**src/rtl/rrst_pkg.sv**
```systemverilog
package rrst_pkg;

  localparam int NUM_SLOTS_DEF = 8;

  localparam int REQ_W  = 2;
  localparam int SLOT_W = 3;
  localparam int TICK_W = 32;

  localparam logic [REQ_W-1:0] REQ_START = 2'd0;
  localparam logic [REQ_W-1:0] REQ_STOP  = 2'd1;
  localparam logic [REQ_W-1:0] REQ_TICK  = 2'd2;

  typedef enum logic [1:0] {
    ST_IDLE,
    ST_LOOKUP,
    ST_EVAL
  } state_t;

  // controller -> datapath
  typedef struct packed {
    logic latch_in;  // capture the accepted request
    logic lookup;    // pick the ring slot to scan and read its timing
    logic commit;    // apply the request and load the result register
  } dp_cmd_t;

endpackage

```
**src/rtl/rrst_ram.sv**
```systemverilog
module rrst_ram
  import rrst_pkg::*;
#(
  parameter int WIDTH = TICK_W,
  parameter int DEPTH = NUM_SLOTS_DEF
) (
  input  logic                     clk,
  input  logic                     we,
  input  logic [$clog2(DEPTH)-1:0] waddr,
  input  logic [WIDTH-1:0]         wdata,
  input  logic [$clog2(DEPTH)-1:0] raddr,
  output logic [WIDTH-1:0]         rdata
);

  logic [WIDTH-1:0] mem [DEPTH];

  always_ff @(posedge clk) begin
    if (we) begin
      mem[waddr] <= wdata;
    end
    rdata <= mem[raddr];
  end

endmodule

```
**src/rtl/rrst_ctrl.sv**
```systemverilog
module rrst_ctrl
  import rrst_pkg::*;
(
  input  logic    clk,
  input  logic    rst_n,
  input  logic    in_valid,
  output logic    in_ready,
  output logic    out_valid,
  input  logic    out_ready,
  output dp_cmd_t cmd
);

  state_t state_r, state_nxt;
  logic   out_valid_r, out_valid_nxt;
  logic   out_free;

  assign out_free = !out_valid_r || out_ready;

  always_comb begin
    state_nxt = state_r;
    unique case (state_r)
      ST_IDLE: begin
        if (in_valid) state_nxt = ST_LOOKUP;
      end
      ST_LOOKUP: begin
        state_nxt = ST_EVAL;
      end
      ST_EVAL: begin
        // hold the finished request until the result register frees up
        if (out_free) state_nxt = ST_IDLE;
      end
      default: state_nxt = ST_IDLE;
    endcase
  end

  always_comb begin
    in_ready     = 1'b0;
    cmd.latch_in = 1'b0;
    cmd.lookup   = 1'b0;
    cmd.commit   = 1'b0;
    unique case (state_r)
      ST_IDLE: begin
        in_ready     = 1'b1;
        cmd.latch_in = in_valid;
      end
      ST_LOOKUP: begin
        cmd.lookup = 1'b1;
      end
      ST_EVAL: begin
        cmd.commit = out_free;
      end
      default: ;
    endcase
  end

  always_comb begin
    out_valid_nxt = out_valid_r;
    if (cmd.commit) begin
      out_valid_nxt = 1'b1;
    end else if (out_ready) begin
      out_valid_nxt = 1'b0;
    end
  end

  always_ff @(posedge clk) begin
    if (!rst_n) begin
      state_r     <= ST_IDLE;
      out_valid_r <= 1'b0;
    end else begin
      state_r     <= state_nxt;
      out_valid_r <= out_valid_nxt;
    end
  end

  assign out_valid = out_valid_r;

endmodule

```
**src/rtl/rrst_dp.sv**
```systemverilog
module rrst_dp
  import rrst_pkg::*;
#(
  parameter int NUM_SLOTS = NUM_SLOTS_DEF
) (
  input  logic              clk,
  input  logic              rst_n,
  input  dp_cmd_t           cmd,
  input  logic [REQ_W-1:0]  in_req_type,
  input  logic [SLOT_W-1:0] in_timer_slot,
  input  logic [TICK_W-1:0] in_interval_ticks,
  input  logic              in_periodic,
  input  logic [TICK_W-1:0] in_now_tick,
  output logic              out_status,
  output logic              out_fired,
  output logic [SLOT_W-1:0] out_fired_slot
);

  localparam int SIDX_W = $clog2(NUM_SLOTS);
  localparam int XW     = (SIDX_W > SLOT_W) ? SIDX_W : SLOT_W;

  // lowest ring slot at or after 'from', else the lowest overall; top bit = found
  function automatic logic [SIDX_W:0] ring_first(input logic [NUM_SLOTS-1:0] ring,
                                                 input logic [SIDX_W-1:0]    from);
    logic [SIDX_W-1:0] hi_idx;
    logic [SIDX_W-1:0] lo_idx;
    logic              hi_hit;
    logic              lo_hit;
    hi_idx = '0;
    lo_idx = '0;
    hi_hit = 1'b0;
    lo_hit = 1'b0;
    for (int i = NUM_SLOTS - 1; i >= 0; i--) begin
      if (ring[i]) begin
        lo_idx = SIDX_W'(i);
        lo_hit = 1'b1;
        if (SIDX_W'(i) >= from) begin
          hi_idx = SIDX_W'(i);
          hi_hit = 1'b1;
        end
      end
    end
    return hi_hit ? {1'b1, hi_idx} : {lo_hit, lo_idx};
  endfunction

  // latched request
  logic [REQ_W-1:0]  req_r;
  logic [SLOT_W-1:0] slot_r;
  logic [TICK_W-1:0] interval_r;
  logic              per_r;
  logic [TICK_W-1:0] now_r;

  // slot state
  logic [NUM_SLOTS-1:0] in_ring_r, in_ring_nxt;
  logic [NUM_SLOTS-1:0] enabled_r, enabled_nxt;
  logic [NUM_SLOTS-1:0] periodic_r, periodic_nxt;
  logic [SIDX_W-1:0]    scan_ptr_r, scan_ptr_nxt;
  logic [SIDX_W-1:0]    cur_r;
  logic                 cur_hit_r;

  // result register
  logic              status_r, status_nxt;
  logic              fired_r, fired_nxt;
  logic [SLOT_W-1:0] fslot_r, fslot_nxt;

  logic [SIDX_W:0]   cur_search;
  logic [SIDX_W:0]   next_search;
  logic [SIDX_W:0]   cur_inc;
  logic [SIDX_W-1:0] cur_wrap;
  logic [XW-1:0]     slot_x;
  logic [XW-1:0]     cur_x;
  logic [SIDX_W-1:0] slot_idx;
  logic              slot_in_range;

  logic [TICK_W-1:0] period_q;
  logic [TICK_W-1:0] base_q;
  logic [TICK_W-1:0] elapsed;
  logic              expired;

  logic              period_we;
  logic              base_we;
  logic [SIDX_W-1:0] waddr;
  logic [TICK_W-1:0] base_wdata;

  assign slot_x        = XW'(slot_r);
  assign slot_idx      = slot_x[SIDX_W-1:0];
  assign slot_in_range = 32'(slot_r) < 32'(NUM_SLOTS);

  assign cur_search  = ring_first(in_ring_r, scan_ptr_r);
  assign cur_inc     = {1'b0, cur_r} + {{SIDX_W{1'b0}}, 1'b1};
  assign cur_wrap    = (cur_inc == (SIDX_W + 1)'(NUM_SLOTS)) ? '0 : cur_inc[SIDX_W-1:0];
  assign next_search = ring_first(in_ring_r, cur_wrap);
  assign cur_x       = XW'(cur_r);

  assign elapsed = now_r - base_q;
  assign expired = cur_hit_r && enabled_r[cur_r] && (elapsed >= period_q);

  always_comb begin
    in_ring_nxt  = in_ring_r;
    enabled_nxt  = enabled_r;
    periodic_nxt = periodic_r;
    scan_ptr_nxt = scan_ptr_r;
    status_nxt   = status_r;
    fired_nxt    = fired_r;
    fslot_nxt    = fslot_r;
    period_we    = 1'b0;
    base_we      = 1'b0;
    waddr        = slot_idx;
    base_wdata   = now_r;
    if (cmd.commit) begin
      status_nxt = 1'b0;
      fired_nxt  = 1'b0;
      fslot_nxt  = '0;
      unique case (req_r)
        REQ_START: begin
          if (slot_in_range) begin
            in_ring_nxt[slot_idx]  = 1'b1;
            enabled_nxt[slot_idx]  = 1'b1;
            periodic_nxt[slot_idx] = per_r;
            period_we              = 1'b1;
            base_we                = 1'b1;
          end
        end
        REQ_STOP: begin
          if (slot_in_range && in_ring_r[slot_idx]) begin
            enabled_nxt[slot_idx] = 1'b0;
          end else begin
            status_nxt = 1'b1;
          end
        end
        REQ_TICK: begin
          waddr      = cur_r;
          base_wdata = base_q + period_q;
          if (expired) begin
            fired_nxt = 1'b1;
            fslot_nxt = cur_x[SLOT_W-1:0];
            base_we   = 1'b1;
            if (!periodic_r[cur_r]) enabled_nxt[cur_r] = 1'b0;
          end
          if (cur_hit_r) scan_ptr_nxt = next_search[SIDX_W-1:0];
        end
        default: ;
      endcase
    end
  end

  always_ff @(posedge clk) begin
    if (!rst_n) begin
      in_ring_r  <= '0;
      enabled_r  <= '0;
      periodic_r <= '0;
      scan_ptr_r <= '0;
    end else begin
      in_ring_r  <= in_ring_nxt;
      enabled_r  <= enabled_nxt;
      periodic_r <= periodic_nxt;
      scan_ptr_r <= scan_ptr_nxt;
    end
  end

  always_ff @(posedge clk) begin
    if (cmd.latch_in) begin
      req_r      <= in_req_type;
      slot_r     <= in_timer_slot;
      interval_r <= in_interval_ticks;
      per_r      <= in_periodic;
      now_r      <= in_now_tick;
    end
    if (cmd.lookup) begin
      cur_r     <= cur_search[SIDX_W-1:0];
      cur_hit_r <= cur_search[SIDX_W];
    end
    status_r <= status_nxt;
    fired_r  <= fired_nxt;
    fslot_r  <= fslot_nxt;
  end

  // timing words are read at the slot picked in the lookup cycle
  rrst_ram #(
    .WIDTH (TICK_W),
    .DEPTH (NUM_SLOTS)
  ) u_period_ram (
    .clk   (clk),
    .we    (period_we),
    .waddr (waddr),
    .wdata (interval_r),
    .raddr (cur_search[SIDX_W-1:0]),
    .rdata (period_q)
  );

  rrst_ram #(
    .WIDTH (TICK_W),
    .DEPTH (NUM_SLOTS)
  ) u_base_ram (
    .clk   (clk),
    .we    (base_we),
    .waddr (waddr),
    .wdata (base_wdata),
    .raddr (cur_search[SIDX_W-1:0]),
    .rdata (base_q)
  );

  assign out_status     = status_r;
  assign out_fired      = fired_r;
  assign out_fired_slot = fslot_r;

endmodule

```
**src/rtl/round_robin_soft_timer_table.sv**
```systemverilog
// channel  | handshake            | payload
// ---------+----------------------+-----------------------------------------------
// input    | in_valid / in_ready  | req_type, timer_slot, interval_ticks,
//          |                      | periodic, now_tick
// result   | out_valid / out_ready| status, fired, fired_slot
//
// Requests are handled one at a time: accept, slot lookup with the timing RAM
// read, then evaluate and load the result register.
// A new request is taken while the previous result waits; the evaluate step
// holds until the result register is free.
// Synchronous active-low reset empties the ring, disables all slots and
// zeroes the scan pointer; the timing RAMs are not reset, a start writes them.
module round_robin_soft_timer_table
  import rrst_pkg::*;
#(
  parameter int NUM_SLOTS = NUM_SLOTS_DEF
) (
  input  logic              clk,
  input  logic              rst_n,
  input  logic              in_valid,
  output logic              in_ready,
  input  logic [REQ_W-1:0]  in_req_type,
  input  logic [SLOT_W-1:0] in_timer_slot,
  input  logic [TICK_W-1:0] in_interval_ticks,
  input  logic              in_periodic,
  input  logic [TICK_W-1:0] in_now_tick,
  output logic              out_valid,
  input  logic              out_ready,
  output logic              out_status,
  output logic              out_fired,
  output logic [SLOT_W-1:0] out_fired_slot
);

  dp_cmd_t cmd;

  rrst_ctrl u_ctrl (
    .clk       (clk),
    .rst_n     (rst_n),
    .in_valid  (in_valid),
    .in_ready  (in_ready),
    .out_valid (out_valid),
    .out_ready (out_ready),
    .cmd       (cmd)
  );

  rrst_dp #(
    .NUM_SLOTS (NUM_SLOTS)
  ) u_dp (
    .clk               (clk),
    .rst_n             (rst_n),
    .cmd               (cmd),
    .in_req_type       (in_req_type),
    .in_timer_slot     (in_timer_slot),
    .in_interval_ticks (in_interval_ticks),
    .in_periodic       (in_periodic),
    .in_now_tick       (in_now_tick),
    .out_status        (out_status),
    .out_fired         (out_fired),
    .out_fired_slot    (out_fired_slot)
  );

endmodule

```
**config.mk**
```make
export PLATFORM = sky130hd
export DESIGN_NAME = round_robin_soft_timer_table
export DESIGN_NICKNAME = d
export VERILOG_FILES = /design/src/rtl/rrst_pkg.sv /design/src/rtl/rrst_ram.sv /design/src/rtl/rrst_ctrl.sv /design/src/rtl/rrst_dp.sv /design/src/rtl/round_robin_soft_timer_table.sv
export SDC_FILE = /design/constraint.sdc
export NUM_CORES = 1
export LEC_CHECK = 0
export BUFFER_PORTS_ARGS = -buffer_cell sky130_fd_sc_hd__buf_2
export CELL_PAD_IN_SITES_DETAIL_PLACEMENT = 0
export CELL_PAD_IN_SITES_GLOBAL_PLACEMENT = 1
export CORE_MARGIN = 2
export CORE_UTILIZATION = 28
export CTS_BUF_LIST = sky130_fd_sc_hd__clkbuf_8
export DETAILED_ROUTE_END_ITERATION = 10
export PLACE_DENSITY = 0.6
export SLEW_MARGIN = 20
export SYNTH_ARGS = -nofsm -noshare
export SYNTH_HDL_FRONTEND = slang
export SYNTH_SLANG_ARGS = --single-unit
export TNS_END_PERCENT = 1
```
**constraint.sdc**
```tcl
create_clock -name clk -period 8.3 [get_ports clk]
set_input_delay 1.66 -clock clk [delete_from_list [all_inputs] [get_ports clk]]
set_output_delay 1.66 -clock clk [all_outputs]
set_load 0.005 [all_outputs]
```
======== Yosys cells after proc, flatten, opt, wreduce, memory -nomap -nowiden ========
Memory sizes are Yosys's and may differ from the RTL's. A register that Yosys moved wholly into a read port is not among the register bits.
Cells that the tools add are included.
word-level totals
  input port bits ......................... 74
  memory bits (read-only) ................. 0
  register bits ........................... 109
  memories kept ........................... 2
  logic and storage cells ................. 194
  bits in latches ......................... 0
  output and inout bits ................... 7
  RAM bits ................................ 512
memories
  memory                 words  bits a word  rd ports  clocked after memory_dff  write ports  line            text
  u_dp.u_base_ram.mem    8      32           1         1                         1            rrst_ram.sv:15  logic [WIDTH-1:0] mem [DEPTH];
  u_dp.u_period_ram.mem  8      32           1         1                         1            rrst_ram.sv:15
cells by class
  reductions and logical operators ........ 15
  shift-type cells ........................ 0
  equality and inequality tests ........... 10
  multipliers ............................. 0
  bitwise operators ....................... 6
  $add $sub $neg .......................... 3
  divide/modulo/power cells ............... 0
  multiplexer cells ....................... 121
  magnitude comparators ................... 21
operators by type and width
  cell                                                                          count
  3-bit 2-to-1 mux                                                              45
  32-bit 2-to-1 mux                                                             2
  1-bit 2-to-1 mux                                                              60
  32-bit adder                                                                  1
  32-bit >= comparator                                                          1
  32-bit subtractor                                                             1
  3-bit >= comparator, first input constant                                     8
  8-bit 2-to-1 mux                                                              3
  8-bit one-hot mux with 3 select lines                                         1
  8-bit AND                                                                     2
  8-bit NOT                                                                     2
  8-bit OR                                                                      2
  1-bit by 3-bit >= comparator with 1-bit output, first input constant          4
  2-bit by 3-bit >= comparator with 1-bit output, first input constant          4
  1-bit binary-select mux with 3-bit select                                     3
  8-bit bitwise mux                                                             1
  3-bit by 4-bit less-than comparator with 1-bit output, second input constant  2
  1-bit demux with 3-bit select                                                 2
  3-bit by 1-bit >= comparator with 1-bit output, second input constant         2
  2-bit by 1-bit inequality test with 1-bit output, second input constant       3
  2-bit one-hot mux with 3 select lines                                         1
  2-bit AND reduction                                                           3
  5-bit AND reduction                                                           1
  3-bit by 1-bit adder with 4-bit output, second input constant                 1
  13 further kinds                                                              21

======== Logic depth before layout (Yosys ltp) ========
Gate-level depths: netlist of the first run.
  word-level depth ........................ 21
  depth in mapped cells ................... 24
  depth with buffers taken out ............ 23

======== Modules after synthesis ========
From an unflattened synthesis of the first run, not the netlist that was laid out.
second synthesis, totals
  cells, all modules ...................... 1799
  area total of the unflattened synthesis .. 29821.1 um2
modules (own cells, without submodules)
  module     cells each  sequential area each (um2)  area an instance (um2)  instances
  rrst_ram   415         8328.0                      10466.3                 2
  rrst_dp    955         2912.8                      8742.1                  1
  rrst_ctrl  14          60.1                        146.4                   1

======== Worst setup path before layout of the first run ========
OpenSTA, ideal clock, no wires.
  path kind ............................... reg-to-reg
  start ................................... register u_dp.now_r[0]
  end ..................................... memory u_dp.u_base_ram.mem[2][0] in the netlist's numbering (enable)
  setup slack ............................. 0.471 ns
  library setup time ...................... 0.511 ns
  path buffers ............................ 0
  data required time ...................... 7.789 ns
  arrival time ............................ 7.319 ns
  clock period less this slack ............ 7.829 ns
  stages on the path, launching flop included .. 23
  cell sequence ........................... edfxtp_1 inv_1 ha_1 inv_1 fa_1 a21oi_1 o211ai_1 a31oi_1 nor3b_1 a211o_1 a211o_1 a21o_1 a21oi_1 xnor2_1 ha_1 nand4_1 nor2_1 a21oi_1 o211ai_1 a211oi_1 o41ai_2 a21oi_1 o41ai_1
between the ends
  cells in the longest elaborated chain, start to end .. 8
ends and longest elaborated chain
  item                                    line            text
  start, declared                         rrst_dp.sv:51   logic [TICK_W-1:0] now_r;
  start signal, assigned                  rrst_dp.sv:167  now_r <= in_now_tick;
  32-bit subtractor                       rrst_dp.sv:95   assign elapsed = now_r - base_q;
  32-bit >= comparator                    rrst_dp.sv:96   assign expired = cur_hit_r && enabled_r[cur_r] && (elapsed >= period_q);
  1-bit logical AND                       rrst_dp.sv:96
  1-bit 2-to-1 mux                        rrst_dp.sv:134  if (expired) begin
  1-bit one-hot mux with 2 select lines   rrst_dp.sv:114  unique case (req_r)
  1-bit 2-to-1 mux                        rrst_dp.sv:110  if (cmd.commit) begin
  1-bit 2-to-1 mux                        rrst_ram.sv:18  if (we) begin
  1-bit 2-to-1 mux (implied by the code)  rrst_ram.sv:19  mem[waddr] <= wdata;
  end, declared                           rrst_ram.sv:15
Every way passes these cells.

======== Final worst setup path of the first run ========
  start ................................... register u_dp.now_r[0]
  end ..................................... memory u_dp.u_base_ram.mem[4][19] in the netlist's numbering (enable)
The elaborated chain is that of the path after synthesis.

==> results of run 1 <==
[metrics by stage]
stage | hold slack, ns | area, um^2 | total power, W | utilization
3_5_place_dp | 0.4734 | 32370 | 0.004627 | 0.3024
5_1_grt | 0.5038 | 34800 | 0.007973 | 0.3251
2_1_floorplan | 0.4540 | 30230 | 0.004374 | -
6_report | 0.4840 | 34800 | 0.007634 | 0.3251
3_3_place_gp | 0.4709 | 32360 | 0.004628 | 0.3023
4_1_cts | 0.4833 | 34790 | 0.007748 | 0.3250
[area by class of cell]
class	count	area (um^2)
fillers	10859	72250
flip-flops and latches	685	19630
multi-input cells	1776	9941
clock buffers	139	1913
well taps	1403	1755
repair buffers	120	713.2
clock inverters	77	499.2
inverters	89	344.1
diodes	2	5.005
[worst max-delay path by stage]
| stage | start | end | slack [ns] |
|---|---|---|---|
| finish | u_dp.now_r[0] | u_dp.u_base_ram.mem[4][19] | 1.98 |
| global route | u_dp.u_base_ram.rdata[1] | u_dp.u_base_ram.mem[4][27] | 1.49 |
| CTS | u_dp.u_base_ram.rdata[1] | u_dp.u_base_ram.mem[4][19] | 1.91 |
| detailed placement | u_dp.u_base_ram.rdata[1] | u_dp.u_base_ram.mem[4][11] | 1.98 |
| global placement | u_dp.now_r[1] | u_dp.u_base_ram.mem[4][11] | 2.10 |
| floorplan | u_dp.now_r[0] | u_dp.u_base_ram.mem[2][0] | 0.47 |
[placed cells by master (no fill, tap or decap), types with 5 or more instances in the layout]
cell type / instances
a21o_1: 39
and3_1: 12
inv_1: 126
clkinv_1: 11
ha_1: 101
nor2_1: 64
o21a_1: 21
o41ai_2: 9
xor2_1: 22
a211oi_1: 10
o211ai_1: 8
a31oi_1: 15
clkinv_2: 14
xnor2_1: 27
buf_2: 80
a211o_1: 9
and2_1: 13
dfxtp_1: 94
o21ai_1: 5
nand2_1: 662
nor3_1: 21
a21boi_0: 13
o21bai_1: 11
o21ai_0: 138
o31ai_1: 6
edfxtp_1: 591
a21oi_1: 66
nor2_4: 8
nand2b_1: 14
nor2b_1: 20
nand3_1: 355
clkbuf_8: 139
nor3b_1: 11
buf_4: 39
nand4_1: 10
[routing by layer]
metal	vias up	GRT usage	routed length (um)
li1	9889	-	-
met1	9816	0.2014	38740
met2	427	0.2485	39780
met3	120	0.02385	3237
met4	0	0.03743	1664
met5	-	0	0
[registers in the layout, indices dropped and copies added, names as in the netlist]
name                     count
u_dp.out_fired               1
u_dp.in_ring_r               8
u_dp.out_status              1
u_dp.interval_r             32
u_dp.per_r                   1
u_dp.out_fired_slot          3
u_dp.req_r                   2
u_dp.periodic_r              8
u_dp.cur_hit_r               1
u_ctrl.out_valid             1
u_dp.now_r                  32
u_dp.enabled_r               8
u_dp.scan_ptr_r              3
u_dp.u_period_ram.mem      256
u_dp.u_base_ram.rdata       32
u_ctrl.state_r               2
u_dp.slot_idx                3
u_dp.cur_r                   3
u_dp.u_base_ram.mem        256
u_dp.u_period_ram.rdata     32
[Yosys cell counts (11+ instances only)]
cell / number / area, um^2
xor2_1: 22 / 192.7
and3_1: 12 / 75.07
nand2b_1: 14 / 87.58
inv_1: 88 / 330.3
a31oi_1: 15 / 93.84
nor2_1: 72 / 270.3
nor3_1: 21 / 105.1
nor3b_1: 11 / 82.58
nor2b_1: 20 / 125.1
o21bai_1: 11 / 82.58
edfxtp_1: 591 / 17750
dfxtp_1: 94 / 1882
a21boi_0: 13 / 97.59
clkbuf_1: 123 / 461.7
o21a_1: 21 / 157.7
a21o_1: 40 / 300.3
a21oi_1: 66 / 330.3
and2_1: 14 / 87.58
nand3_1: 355 / 1777
o21ai_0: 142 / 710.7
ha_1: 101 / 1264
nand2_1: 663 / 2489
xnor2_1: 27 / 236.5
[power by group through the flow]
stage | sequential, W | combinational (W) | clock, W
finish | 0.00388 | 0.000665 | 0.00309
global route | 0.00389 | 0.000752 | 0.00333
CTS | 0.00388 | 0.000675 | 0.00319
detailed placement | 0.00396 | 0.000671 | 0
global placement | 0.00396 | 0.000673 | 0
floorplan | 0.00391 | 0.000468 | 0
[cell families after synthesis]
family	Yosys count	share of synthesized area
buffers and inverters	222	0.02769
AO/OA/AOI/OAI	397	0.08389
multiplexers	9	0.004677
XOR/XNOR	49	0.01419
adder cells (fa/ha/maj)	103	0.04312
flip-flops	685	0.6492
AND/OR/NAND/NOR	1218	0.1772
[tightest hold or removal path, stage by stage (launching register included)]
cell	delay (ns)
dfxtp_1	0.31
o21ai_0	0.06
a21boi_0	0.07
==> summary.txt, run 1 <==
Clocking
  – Clock Sinks: 685
  – H-tree levels: 3
  – Worst-path clk slew: 0.06 ns
  – Worst-Skew Late Latency: 0.79 ns
  – Post-CTS Setup Bufs: 0
  – # hold bufs at CTS: 0
  – Clk buf depth: 3
  – Post-cts resize count: 0
  – Clk Tree Root Cell: clkbuf_8
  – Cts bufs inserted: 115
  – CTS tree: built

Power and ir drop
  – Sw frac: 0.2511
  – Static leakage: 13.19 nW
  – Comb pwr share: 0.087
  – Switching power total: 0.001917 W
  – Int Pwr: 0.005717 W
  – Pwr Density: 219.4 nW/um^2
  – Clock power frac: 0.404
  – Sequential power share: 0.509
  – Peak VDD IR: 0.1227 mV

Global route
  – Initial antenna violation count: 3
  – Pin count of the biggest net entering global routing: 99
  – Total gr overflow: 0
  – First-pass GRT wire length: 125300 um
  – Vias in the first global route: 19678
  – GRT Total Usage: 0.1490

Setup path
  – R2r endpoint: u_dp.u_base_ram.mem[4][19]
  – Critical path required time: 8.72 ns
  – Crit path arrival time: 6.74 ns
  – Top delay family on crit path: compound AO/OA/AOI/OAI gates
  – Setup CP Type: reg -> reg
  – Worst setup SP type: flip-flop
  – Critical path capture point type: flip-flop
  – CP peak stage delay: 0.75 ns
  – CP max FO: 32
  – CP most frequent cell: a21oi_1
  – WP depth: 24
  – Slowest-stage cell, CP: a21oi_1
  – Crit path buffers/inverters: 4
  – R2R cell count: 24
  – Cells along the critical path: inv_1 > ha_1 > inv_1 > fa_1 > a21oi_1 > o211ai_1 > a31oi_1 > nor3b_1 > a211o_1 > a211o_1 > a21o_1 > a21oi_1 > xnor2_1 > ha_1 > a21o_1 > a21o_1 > a21oi_1 > o211ai_1 > a211oi_1 > o41ai_2 > buf_4 > a21oi_1 > o41ai_2 > buf_4
  – RR Startpoint: u_dp.now_r[0]
  – Reg2reg setup slack: 1.98 ns

Synth
  – FF+latch count, synth: 685
  – Asr flop ratio synth: 0
  – Cell Area, Synth: 30230 um^2
  – Synth Instances: 2683
  – Post-synth EDFFs: 591
  – Netlist cell types: 72
  – Syn nets: 2860
  – Avg Cell Area, Syn: 11.27 um^2
  – Ys flop type: edfxtp_1
  – Sequential-to-total area share from yosys stat: 0.6492
  – Warnings, synthesis: 0

Final layout
  – Nets: 2964
  – Area delta synth->final: 15.10%
  – Share of layout cells above drive strength 1: 0.1133
  – Finished Layout Cells: 4291

STA
  – RSZ-0062 raised after global routing: no
  – Setup violations, final: 0
  – Setup ws final: 1.975 ns
  – Crit path time final: 6.325 ns
  – F_max: 158.1 MHz
  – Final period utilization: 0.7620
  – Tightest Pin Transition: 1.102 ns
  – Setup TNS: 0 ns
  – Final Hold Viols: 0
  – Max Transition Viols Final: 0
  – Max-slew headroom: 0.2573
  – Post-Route Skew: 0.05004 ns

Floorplanning
  – Chip width: 332.6 um
  – Die area: 110600 um^2
  – Row count: 120
  – Core ar.: 107100 um^2
  – I/O pin count: 81
  – Initial Utilization: 0.2824
  – Chip height: 332.6 um

Drt
  – Routed wire length: 83420 um
  – DR DRC count: 0
  – DR iter-0 viols: 1293
  – Drt wl/cell: 19.44 um
  – DRT antenna net count: 0
  – Vias/cell: 4.720
  – Routed via count: 20252
  – DRT Pass-1 Iters: 5

Outcome
  – Outcome: completed

Hold path
  – Min-delay worst type: reg -> reg
  – Hold_sp: u_dp.periodic_r[3]
  – Hold path depth: 2
  – Worst Hold End: u_dp.periodic_r[3]

Placed design
  – Post-Place Cells: 4073
  – Final HPWL DP: 51330 um
  – Placer Congestion: 0.7998
  – Dpl ws: 1.982 ns
  – IO Port Bufs: 80

Run
  – Max-cap violations: 0
No activity file was read; power rests on OpenSTA's default activity.
==> inputs of run 2 (changes only) <==
==> constraint.sdc (replaced) <==
create_clock -name clk -period 5.8 [get_ports clk]
set_input_delay 1.16 -clock clk [delete_from_list [all_inputs] [get_ports clk]]
set_output_delay 1.16 -clock clk [all_outputs]
set_load 0.005 [all_outputs]
==> run 2 against run 1 <==
Net effect: cell count increased by 0.61%; clock skew fell by 0.016 ns; die area did not move; combinational power is 52% higher; core utilization is 0.49 points higher; global-route usage rose by 0.40 points; sequential cell count unchanged; design area rose by 1.5%; sequential power rose by 43%; total power increased by 43%.
==> summary.txt, run 2 (same netlist as run 1, synthesis figures left out) <==
STA
  – Post-Route Skew: 0.03357 ns
  – Crit path time final: 5.461 ns
  – Tightest Pin Transition: 1.080 ns
  – F_max: 183.1 MHz
  – Max-slew headroom: 0.2722
  – Final Hold Viols: 0
  – Final period utilization: 0.9415
  – Setup violations, final: 0
  – Setup TNS: 0 ns
  – Setup ws final: 0.3393 ns
  – Max Transition Viols Final: 0
  – Hold slack: 0.4827 ns

Global route
  – Vias in the first global route: 20203
  – Initial antenna violation count: 4
  – GRT Total Usage: 0.1530
  – First-pass GRT wire length: 127900 um
  – Pin count of the biggest net entering global routing: 158
  – Total gr overflow: 0

Power and ir drop
  – Peak VDD IR: 0.2026 mV
  – Static leakage: 13.57 nW
  – Tot Pwr: 0.01088 W
  – Pwr Density: 308.0 nW/um^2

Clocking
  – Cts bufs inserted: 115
  – CTS tree: built
  – Worst-Skew Late Latency: 0.77 ns
  – # hold bufs at CTS: 0
  – H-tree levels: 3
  – Clk buf depth: 3
  – Clk Tree Root Cell: clkbuf_8
  – Worst-path clk slew: 0.06 ns
  – Clock Sinks: 685

Drt
  – Routed wire length: 85890 um
  – DRT Pass-1 Iters: 5
  – DR DRC count: 0
  – Vias/cell: 4.731
  – DRT antenna net count: 0
  – DR iter-0 viols: 1413
  – Routed via count: 20425
  – Drt wl/cell: 19.89 um

Setup path
  – Crit path arrival time: 5.91 ns
  – CP peak stage delay: 0.52 ns
  – CP max FO: 14
  – Cells along the critical path: ha_1 > o21ai_0 > a2111o_1 > a31oi_4 > and3_1 > o311ai_0 > buf_4 > a2111oi_2 > or2_2 > o211ai_1 > ha_1 > nand4_1 > nor2_2 > a21oi_1 > o211ai_1 > a31oi_1 > nor3b_2 > a21oi_2 > buf_12 > buf_4 > o41ai_4 > buf_6 > buf_12
  – Critical path capture point type: flip-flop
  – Worst setup SP type: flip-flop
  – Setup CP Type: reg -> reg
  – Slowest-stage cell, CP: a2111o_1
  – R2R cell count: 23
  – Critical path required time: 6.25 ns

Final layout
  – Multi-input gate area: 10090 um^2
  – # fillers: 10788
  – FF/Latch Area: 19630 um^2
  – Finished Layout Cells: 4317
  – Biggest regs: u_dp.u_base_ram.mem: 256 flops, u_dp.u_period_ram.mem: 256 flops
  – Area delta synth->final: 16.84%
  – Commonest non-fill, non-tap cell in the layout: nand2_1
  – Most frequent cells in the layout: 662 x nand2_1, 591 x edfxtp_1, 355 x nand3_1, 134 x o21ai_0, 127 x clkbuf_8
  – Nets: 2990
  – Share of layout cells above drive strength 1: 0.1256

Outcome
  – Outcome: completed

Floorplanning
  – Die area: 110600 um^2
  – Row count: 120
  – Chip width: 332.6 um
  – I/O pin count: 81
  – Initial Utilization: 0.2824
  – Chip height: 332.6 um
  – Core ar.: 107100 um^2

Placed design
  – IO Port Bufs: 80
  – Placer Congestion: 0.8185
  – Final HPWL DP: 53230 um
  – Post-Place Cells: 4096
  – Dpl ws: 0.08641 ns

Hold path
  – Hold path depth: 2
  – Min-delay worst type: reg -> reg

Run
  – Max-cap violations: 0
run 2: cell type report:
cell class | count | share of cell area
flip-flops and latches | 685 | 0.5557
clock buffers | 127 | 0.04948
well taps | 1403 | 0.04969
repair buffers | 146 | 0.03375
inverters | 89 | 0.009740
multi-input cells | 1776 | 0.2856
diodes | 1 | 0.00007084
clock inverters | 90 | 0.01597
run 2: metal layers:
| layer | part of all wire | vias up | track usage |
|---|---|---|---|
| met3 | 0.035 | 133 | 0.02443 |
| met4 | 0.028 | 0 | 0.05106 |
| li1 | - | 9936 | - |
| met5 | 0 | - | 0 |
| met2 | 0.48 | 388 | 0.2532 |
| met1 | 0.46 | 9968 | 0.2037 |
run 2: final timing paths:
check / from / endpoint / slack, ns
hold reg to reg: u_dp.periodic_r[7] / u_dp.periodic_r[7] / 0.48
setup reg to reg: u_dp.now_r[2] / u_dp.u_base_ram.mem[7][19] / 0.34
setup / recovery: u_dp.now_r[2] / u_dp.u_base_ram.mem[7][19] / 0.34
hold / removal: u_dp.periodic_r[7] / u_dp.periodic_r[7] / 0.48
run 2: critical path, delay by kind of cell (launching register included):
kind	cells	cell delay (ns)
AO/OA/AOI/OAI	11	2.26
adder cells (fa/ha/maj)	2	0.70
buffers and inverters	5	0.86
flip-flops	1	0.41
AND/OR/NAND/NOR	5	0.91
run 2: per-stage QoR:
step                      area, um^2    util
after global routing           35330  0.3300
after global placement         32890  0.3073
after detailed placement       32900  0.3073
final                          35330  0.3300
after CTS                      35210  0.3289
after floorplan                30290       -
run 2: timing repair:
item,4_1_cts,5_1_grt
buffers inserted,0,2
endpoints found under the setup margin,0,259
hold endpoints to repair,0,0
gates resized for setup,0,15
run 2: report_power, final:
group	switching, W	total (W)	internal (W)	leakage, nW
combinational	0.000630	0.00101	0.000381	6.10
clock	0.00206	0.00432	0.00226	1.33
sequential	0.000104	0.00555	0.00545	6.14
total	0.00279	0.0109	0.00809	13.6
